--- config.mk ---
export PLATFORM = sky130hd
export DESIGN_NAME = motor_reply_frame_checker_top_flat
export DESIGN_NICKNAME = d
export VERILOG_FILES = /design/src/design/mrfc_pkg.sv /design/src/design/mrfc_byte_if.sv /design/src/design/mrfc_reply_if.sv /design/src/design/motor_reply_frame_checker_top.sv /design/src/flat_wrapper.sv
export SDC_FILE = /design/constraint.sdc
export NUM_CORES = 1
export LEC_CHECK = 0
export BUFFER_PORTS_ARGS = -buffer_cell sky130_fd_sc_hd__buf_2
export CAP_MARGIN = 0
export CORE_AREA = 5 5 178 111
export CTS_BUF_LIST = sky130_fd_sc_hd__clkbuf_4 sky130_fd_sc_hd__clkbuf_8 sky130_fd_sc_hd__clkbuf_16
export DETAILED_ROUTE_END_ITERATION = 10
export DIE_AREA = 0 0 183 116
export GPL_TIMING_DRIVEN = 0
export PLACE_DENSITY = 0.79
export SLEW_MARGIN = 20
export SYNTH_ARGS = -nofsm -noshare
export SYNTH_HDL_FRONTEND = slang
export SYNTH_SLANG_ARGS = --single-unit
--- constraint.sdc ---
create_clock -name clk_i -period 10.89 [get_ports clk_i]
set_input_delay 1.6335 -clock clk_i [delete_from_list [all_inputs] [get_ports clk_i]]
set_output_delay 1.6335 -clock clk_i [all_outputs]
set_load 0.05 [all_outputs]
--- src/design/mrfc_pkg.sv ---
// ----------------------------------------------------------------------------
// mrfc_pkg
// Shared types and constants of the motor reply frame checker.
// ----------------------------------------------------------------------------
`timescale 1ns / 1ps
`default_nettype none

package mrfc_pkg;

  localparam int unsigned PosW = 4;

  localparam logic [PosW-1:0] FramePosHead   = 4'd0;
  localparam logic [PosW-1:0] FramePosHdrSum = 4'd4;
  localparam logic [PosW-1:0] PayloadFirst   = 4'd5;
  localparam logic [PosW-1:0] FrameLast      = 4'd12;
  localparam logic [PosW-1:0] IdlePos        = 4'd13;

  localparam int unsigned PayloadBytes = 7;
  localparam int unsigned PayloadW     = 8 * PayloadBytes;

  localparam logic [7:0] HeadByteReset = 8'd62;

  typedef enum logic [1:0] {
    StatusOk       = 2'd0,
    StatusBadHead  = 2'd1,
    StatusBadHdrCs = 2'd2,
    StatusBadDatCs = 2'd3
  } status_e;

  typedef struct packed {
    status_e            status;
    logic signed [7:0]  temperature;
    logic signed [15:0] torque_or_power;
    logic signed [15:0] speed;
    logic        [15:0] encoder;
  } result_t;

endpackage

`default_nettype wire

--- src/design/mrfc_byte_if.sv ---
// ----------------------------------------------------------------------------
// mrfc_byte_if
// Received byte channel: one frame byte and its start flag per beat.
// ----------------------------------------------------------------------------
`timescale 1ns / 1ps
`default_nettype none

interface mrfc_byte_if;
  logic       valid;
  logic       ready;
  logic [7:0] rx_byte;
  logic       frame_start;

  modport source (output valid, output rx_byte, output frame_start, input ready);
  modport sink   (input valid, input rx_byte, input frame_start, output ready);
endinterface

`default_nettype wire

--- src/design/mrfc_reply_if.sv ---
// ----------------------------------------------------------------------------
// mrfc_reply_if
// Result channel: frame status and telemetry, one beat per checked frame.
// ----------------------------------------------------------------------------
`timescale 1ns / 1ps
`default_nettype none

interface mrfc_reply_if;
  logic               valid;
  logic               ready;
  logic [1:0]         status;
  logic signed [7:0]  temperature;
  logic signed [15:0] torque_or_power;
  logic signed [15:0] speed;
  logic [15:0]        encoder;

  modport source (output valid, output status, output temperature,
                  output torque_or_power, output speed, output encoder, input ready);
  modport sink   (input valid, input status, input temperature,
                  input torque_or_power, input speed, input encoder, output ready);
endinterface

`default_nettype wire

--- src/design/motor_reply_frame_checker_top.sv ---
// a result beat is registered when the last frame byte is taken; the two-deep
// output register lets bytes flow on while a result waits; throughput: one
// byte beat per cycle (single parse register stage) while the skid is empty
// reset: idle (no frame open), head byte 62, held telemetry all zero
// ----------------------------------------------------------------------------
// motor_reply_frame_checker_top
// Parses 13-byte motor reply frames, checks head and both sums, and reports
// status with the telemetry of the last good frame.
// ----------------------------------------------------------------------------
`timescale 1ns / 1ps
`default_nettype none

module motor_reply_frame_checker_top (
  input  wire logic       clk_i,
  input  wire logic       rst_ni,
  input  wire logic       cfg_we_i,
  input  wire logic [7:0] cfg_wdata_i,
  mrfc_byte_if.sink       rx_i,
  mrfc_reply_if.source    tx_o
);
  import mrfc_pkg::*;

  logic [7:0]          head_q;
  logic [PosW-1:0]     pos_q, pos_d;
  logic [7:0]          sum_q, sum_d;
  status_e             err_q, err_d;
  logic [PayloadW-1:0] staged_q, staged_d;
  logic [PayloadW-1:0] held_q, held_d;

  logic            rx_beat;
  logic [PosW-1:0] pos_eff;
  logic            push;
  result_t         res_new;

  result_t out_q, skid_q;
  logic    out_valid_q, skid_valid_q;
  logic    pop;

  assign rx_i.ready = !skid_valid_q;
  assign rx_beat    = rx_i.valid && rx_i.ready;
  assign pos_eff    = rx_i.frame_start ? FramePosHead : pos_q;

  always_comb begin
    pos_d    = pos_q;
    sum_d    = sum_q;
    err_d    = err_q;
    staged_d = staged_q;
    held_d   = held_q;
    push     = 1'b0;
    if (rx_beat) begin
      pos_d = pos_eff;
      if (pos_eff < IdlePos) begin
        pos_d = pos_eff + 4'd1;
        if (pos_eff == FramePosHead) begin
          err_d    = (rx_i.rx_byte != head_q) ? StatusBadHead : StatusOk;
          sum_d    = rx_i.rx_byte;
          staged_d = '0;
        end else if (pos_eff < FramePosHdrSum) begin
          sum_d = sum_q + rx_i.rx_byte;
        end else if (pos_eff == FramePosHdrSum) begin
          if (err_q == StatusOk && rx_i.rx_byte != sum_q) err_d = StatusBadHdrCs;
          sum_d = '0;
        end else if (pos_eff < FrameLast) begin
          sum_d = sum_q + rx_i.rx_byte;
          for (int k = 0; k < PayloadBytes; k++) begin
            if (pos_eff == PayloadFirst + PosW'(k)) staged_d[8*k +: 8] = rx_i.rx_byte;
          end
        end else begin
          if (err_q == StatusOk && rx_i.rx_byte != sum_q) err_d = StatusBadDatCs;
          if (err_d == StatusOk) held_d = staged_q;
          pos_d = IdlePos;
          push  = 1'b1;
        end
      end
    end
  end

  // telemetry fields are little-endian within the held payload
  always_comb begin
    res_new.status          = err_d;
    res_new.temperature     = held_d[7:0];
    res_new.torque_or_power = held_d[23:8];
    res_new.speed           = held_d[39:24];
    res_new.encoder         = held_d[55:40];
  end

  always_ff @(posedge clk_i or negedge rst_ni) begin
    if (!rst_ni) begin
      head_q   <= HeadByteReset;
      pos_q    <= IdlePos;
      sum_q    <= '0;
      err_q    <= StatusOk;
      staged_q <= '0;
      held_q   <= '0;
    end else begin
      if (cfg_we_i) head_q <= cfg_wdata_i;
      pos_q    <= pos_d;
      sum_q    <= sum_d;
      err_q    <= err_d;
      staged_q <= staged_d;
      held_q   <= held_d;
    end
  end

  // output register with one skid entry behind it
  assign pop = out_valid_q && tx_o.ready;

  always_ff @(posedge clk_i or negedge rst_ni) begin
    if (!rst_ni) begin
      out_valid_q  <= 1'b0;
      skid_valid_q <= 1'b0;
    end else if (!out_valid_q || pop) begin
      if (skid_valid_q) begin
        out_valid_q  <= 1'b1;
        skid_valid_q <= push;
      end else begin
        out_valid_q  <= push;
      end
    end else if (push) begin
      skid_valid_q <= 1'b1;
    end
  end

  always_ff @(posedge clk_i) begin
    if (!out_valid_q || pop) begin
      if (skid_valid_q) begin
        out_q <= skid_q;
        if (push) skid_q <= res_new;
      end else if (push) begin
        out_q <= res_new;
      end
    end else if (push) begin
      skid_q <= res_new;
    end
  end

  assign tx_o.valid           = out_valid_q;
  assign tx_o.status          = out_q.status;
  assign tx_o.temperature     = out_q.temperature;
  assign tx_o.torque_or_power = out_q.torque_or_power;
  assign tx_o.speed           = out_q.speed;
  assign tx_o.encoder         = out_q.encoder;

endmodule

`default_nettype wire

--- src/flat_wrapper.sv ---
// flat-port wrapper written by rule: the top's interface ports become plain ports
module motor_reply_frame_checker_top_flat import mrfc_pkg::*;
  (clk_i, rst_ni, cfg_we_i, cfg_wdata_i, rx_i_valid, rx_i_rx_byte, rx_i_frame_start, rx_i_ready, tx_o_valid, tx_o_status, tx_o_temperature, tx_o_torque_or_power, tx_o_speed, tx_o_encoder, tx_o_ready);
  mrfc_byte_if rx_i_i ();
  mrfc_reply_if tx_o_i ();
  input  wire logic clk_i;
  input  wire logic rst_ni;
  input  wire logic cfg_we_i;
  input  wire logic [7:0] cfg_wdata_i;
  input wire logic [$bits(rx_i_i.valid)-1:0] rx_i_valid;
  input wire logic [$bits(rx_i_i.rx_byte)-1:0] rx_i_rx_byte;
  input wire logic [$bits(rx_i_i.frame_start)-1:0] rx_i_frame_start;
  output wire logic [$bits(rx_i_i.ready)-1:0] rx_i_ready;
  output wire logic [$bits(tx_o_i.valid)-1:0] tx_o_valid;
  output wire logic [$bits(tx_o_i.status)-1:0] tx_o_status;
  output wire logic [$bits(tx_o_i.temperature)-1:0] tx_o_temperature;
  output wire logic [$bits(tx_o_i.torque_or_power)-1:0] tx_o_torque_or_power;
  output wire logic [$bits(tx_o_i.speed)-1:0] tx_o_speed;
  output wire logic [$bits(tx_o_i.encoder)-1:0] tx_o_encoder;
  input wire logic [$bits(tx_o_i.ready)-1:0] tx_o_ready;
  assign rx_i_i.valid = rx_i_valid;
  assign rx_i_i.rx_byte = rx_i_rx_byte;
  assign rx_i_i.frame_start = rx_i_frame_start;
  assign rx_i_ready = rx_i_i.ready;
  assign tx_o_valid = tx_o_i.valid;
  assign tx_o_status = tx_o_i.status;
  assign tx_o_temperature = tx_o_i.temperature;
  assign tx_o_torque_or_power = tx_o_i.torque_or_power;
  assign tx_o_speed = tx_o_i.speed;
  assign tx_o_encoder = tx_o_i.encoder;
  assign tx_o_i.ready = tx_o_ready;
  motor_reply_frame_checker_top u_core (.clk_i(clk_i), .rst_ni(rst_ni), .cfg_we_i(cfg_we_i), .cfg_wdata_i(cfg_wdata_i), .rx_i(rx_i_i), .tx_o(tx_o_i));
endmodule
# Yosys cells after proc, flatten, opt, wreduce, memory -nomap -nowiden
# Cells that the tools add are included.
# W data, S select, Z words.
# totals
regBits	252
in_bits	22
elab_cells	129
# op_classes
addsub	2
magnitude_cmp	3
eq_ne	13
n_mux	58
n_reduce_logical	29
# op_table
operator	n
$mux W56	11
$mux W58	5
$mux W8	11
$reduce_and A6 Y1	7
$mux W2	14
$mux W4	6
$reduce_bool A2 Y1	10
$eq A4 B3 Y1 const B	4
$eq A4 B4 Y1 const B	4
$ne A8 B8 Y1	2
$mux W1	11
$add A8 B8 Y8	1
$lt A4 B4 Y1 const B	2
$ne A2 B1 Y1 const B	3
$add A4 B1 Y4 const B	1
$logic_not A2 Y1	2
$logic_not A4 Y1	1
$lt A4 B3 Y1 const B	1
$reduce_bool A4 Y1	1
$logic_and A1 B1 Y1	3
$reduce_and A3 Y1	1
$logic_not A1 Y1	2
$reduce_and A2 Y1	1
$logic_or A1 B1 Y1	1

# Logic depth before layout (Yosys ltp)
# logic_depth
depth_word	20
depth_mapped	10
depth_no_buf	7

# Least setup slack after synthesis
# No wires, ideal clock.
# synth_path
path_type	in2reg
startpoint	input port rx_i_frame_start
endpoint	register u_core.skid_q[0] (netlist bit), enable pin
arrival_time_ns	6.704
t_required_ns	10.330
path_slack_ns	3.625
stages	5
n_path_buf	1
cell_sequence	clkbuf_1 > nand2b_1 > ha_1 > nand3b_4 > a211oi_1
# synth_rtl
item	line	rtl
start: declaration	flat_wrapper.sv:12	input wire logic [$bits(rx_i_i.frame_start)-1:0] rx_i_frame_start;
end signal: assignment	motor_reply_frame_checker_top.sv:128	if (push) skid_q <= res_new;
end signal: assignment	motor_reply_frame_checker_top.sv:133	skid_q <= res_new;
end: declaration	motor_reply_frame_checker_top.sv:35	result_t out_q, skid_q;

# Worst setup path after layout
# layout_path
startpoint	register u_core.skid_valid_q
endpoint	output port rx_i_ready
# layout_between
elab_chain_cells	1
# layout_lines
item	line	rtl
start: declaration	motor_reply_frame_checker_top.sv:36	logic out_valid_q, skid_valid_q;
start signal: assignment	motor_reply_frame_checker_top.sv:115	skid_valid_q <= push;
$logic_not A1 Y1	motor_reply_frame_checker_top.sv:39	assign rx_i.ready = !skid_valid_q;
end: declaration	flat_wrapper.sv:13	output wire logic [$bits(rx_i_i.ready)-1:0] rx_i_ready;
# Every way passes these cells.

==> summary.md <==
| Metric | Value |
|---|---|
| CP max-delay cell | buf_1 |
| Largest net degree at the start of global routing | 91 |
| Crit start category | register |
| HP Class | register to register |
| DP HPWL | 13300 um |
| Worst setup EP type | primary output |
| Clk buf depth | 3 |
| CP required | 9260 ps |
| Final hold viol count | 0 |
| WL per Instance | 20.1 um |
| Reg-to-reg critical path endpoint | u_core.tx_o.speed[1] |
| GP Congestion | 0.872 |
| Post-cts sizing count | 0 |
| Setup WS pre-CTS | 6520 ps |
| Vias in the first global route | 5796 |
| Top cell type's share of synthesized area | 33.1% |
| Leakage | 5.00 nW |
| Measured slew at the worst slew-check pin | 947 ps |
| Final setup fails | 0 |
| Overall power | 2.15 mW |
| Power Dens Cells | 177 nW/um2 |
| Final Max Slew Viols | 0 |
| Total setup buffers inserted after CTS | 0 |
| Critical path arrival | 2300 ps |
| DR iter-0 viols | 489 |
| CTS tree | yes |
| Num Clock Sinks | 252 |
| FFs w/ async S/R, synth | 54.0% |
| Design Area, Final | 12200 um2 |
| # rows | 38 |
| DP Area | 11400 um2 |
| Core box area | 17800 um2 |
| IO Pins | 82 |
| Fin nets | 767 |
| Synth-to-layout area growth | 15.6% |
| Die area | 21200 um2 |
| Critical path start-end classification | register to primary output |
| Top post-synthesis cells by count | dfrtp_1 (128), edfxtp_1 (116), mux2_2 (97) |
| Area leader, netlist | edfxtp_1 |
| # diodes | 0 |
| Run status | finished, final reports clean |
| Minimum clock period | 3930 ps |
| Routed Wire Length | 19900 um |
| Most common cell in the netlist | dfrtp_1 |
| Max-cap violations | 0 |
| Clk_lat worst skew | 510 ps |
| Top cells by area, synth | edfxtp_1 (33%), dfrtp_1 (30%), mux2_4 (11%), mux2_2 (10%), dfstp_2 (2.0%) |
| Synthesized flop and latch total | 252 |
| Register area share after synthesis | 65.5% |
| Die X | 183 um |
| 1st-pass router iterations | 5 |
| All-Layer GR Usage | 19.3% |
| Via density | 5.60 |
| CTS Hold Bufs | 0 |
| H-tree Lvls | 1 |
| Syn Inst Count | 621 |
| Worst hold stages | 2 |
| EDFF count, synth | 116 |
| First-pass GRT wire length | 32300 um |
| Worst-path maximum fanout | 10 |
| Num CTS Buffers | 23 |
| Total negative slack | 0 ps |
| Worst R2R Path Depth | 9 |
| DRT antenna net count | 0 |
| CP cell instances | inv_1 > buf_1 > buf_2 |
| Core Util, Final | 68.3% |
| GRT overflow | 0 |
| Die H | 116 um |
| Synthesized net count | 655 |
| Top_reg_cell synth | dfrtp_1 |
| Initial antenna violation count | 0 |
| Min-delay src | u_core.sum_q[0] |
| Worst R2R Setup Slack | 8170 ps |
| Post-Route Skew | 12.9 ps |
| Share of cells above drive strength 1 | 45.7% |
| Final setup margin | 6960 ps |
| Reg-to-Reg Start | u_core.pos_q[1] |
| Syn Std Cell Area | 10500 um2 |
| Post-synth cell types | 55 |
| Hold endpoint | u_core.sum_q[0] |
| Worst path max stage delay | 730 ps |
| VDD IR max | 0.144 mV |
| Initial Utilization | 59.1% |
| Mean area per synthesized cell | 17.0 um2 |
| Period utilization | 36.1% |
| Post-route DRC | 0 |
| Max-Slew Margin vs Limit | 36.9% |
| RSZ-0062 raised after global routing | no |
| F_max | 254 MHz |
| IO buf count | 79 |
| CTS clk-pin slew, worst paths | 60 ps |
| Routed vias | 5548 |
| Clk root buf | clkbuf_16 |
| Synth warn | 0 |
[worst max-delay path, delay by kind of cell, from the launching register on]
kind,cells,cell delay (ps)
flops,1,460
buf+inv,3,1330
[state kept, by name, indices dropped and copies added, names as in the netlist]
signal                       flops
u_core.skid_q                   58
u_core.held_q                   56
u_core.staged_q                 56
u_core.tx_o.encoder             16
u_core.tx_o.speed               16
u_core.tx_o.torque_or_power     16
u_core.head_q                    8
u_core.sum_q                     8
u_core.tx_o.temperature          8
u_core.pos_q                     4
u_core.err_q                     2
u_core.tx_o.status               2
u_core.skid_valid_q              1
u_core.tx_o.valid                1
[stage by stage]
stage / std cells / hold WS (ps)
CTS: 990 / 493
finish: 990 / 498
global placement: 940 / 455
detailed placement: 948 / 479
floorplan: 621 / 446
global route: 990 / 519
[layer usage]
layer / up-vias / global-route usage, % / part of all wire [%]
li1: 2524 / - / -
met1: 2804 / 27.8 / 46
met2: 174 / 30.6 / 46
met3: 46 / 4.02 / 5.7
met4: 0 / 5.16 / 2.3
met5: - / 0 / 0
[placed cells by master (no fill, tap or decap), types with 5 or more instances in the layout]
| master | netlist | final |
|---|---|---|
| buf_2 | 7 | 85 |
| mux2_2 | 97 | 97 |
| buf_12 | 5 | 7 |
| clkbuf_16 | 0 | 24 |
| clkbuf_4 | 0 | 7 |
| dfstp_2 | 8 | 8 |
| ha_1 | 11 | 11 |
| nand2b_1 | 9 | 9 |
| edfxtp_1 | 116 | 116 |
| xnor2_1 | 10 | 10 |
| dfrtp_1 | 128 | 128 |
| mux2_4 | 80 | 80 |
| a21oi_1 | 16 | 16 |
| o21ai_0 | 11 | 11 |
| nor2_1 | 14 | 14 |
| inv_1 | 5 | 5 |
| clkbuf_1 | 7 | 7 |
| o21ai_2 | 6 | 6 |
| nand2_1 | 22 | 22 |
| and2_0 | 8 | 8 |
| a22oi_1 | 6 | 6 |
[how the worst max path moves through the flow]
stage                             start              endpoint  slack (ps)  cells after the start
floorplan              rx_i_frame_start      u_core.skid_q[0]        3630                      5
global placement       rx_i_frame_start     u_core.skid_q[42]        1100                      6
detailed placement     rx_i_frame_start  u_core.tx_o.speed[0]        6520                     11
CTS                 u_core.skid_valid_q            rx_i_ready        6910                      3
global route        u_core.skid_valid_q            rx_i_ready        6820                      3
finish              u_core.skid_valid_q            rx_i_ready        6960                      3
[layout make-up]
cell class	instances	area [um2]
Inverter	5	18.8
Clock inverter	9	109
Timing Repair Buffer	87	537
Tap cell	240	300
Clock buffer	33	681
Buffer	23	188
Fill cell	1194	5650
Multi-Input combinational cell	341	3450
Sequential cell	252	6900
[cells by family after synthesis]
logic type	Yosys count	share of synthesized area [%]
buf+inv	28	1.96
mux	178	21.9
xor+xnor	11	0.915
flops	252	65.5
compound gates	62	3.94
fa+ha+maj	12	1.50
simple gates	78	4.35
[report_power, final]
| part | total, mW | leakage (nW) | switching (mW) | internal [mW] |
|---|---|---|---|---|
| Combinational | 0.232 | 2.01 | 0.124 | 0.109 |
| Sequential | 1.10 | 2.60 | 0.0409 | 1.06 |
| Clock | 0.821 | 0.396 | 0.334 | 0.487 |
Note: power is estimated with default switching activity, not from simulation.
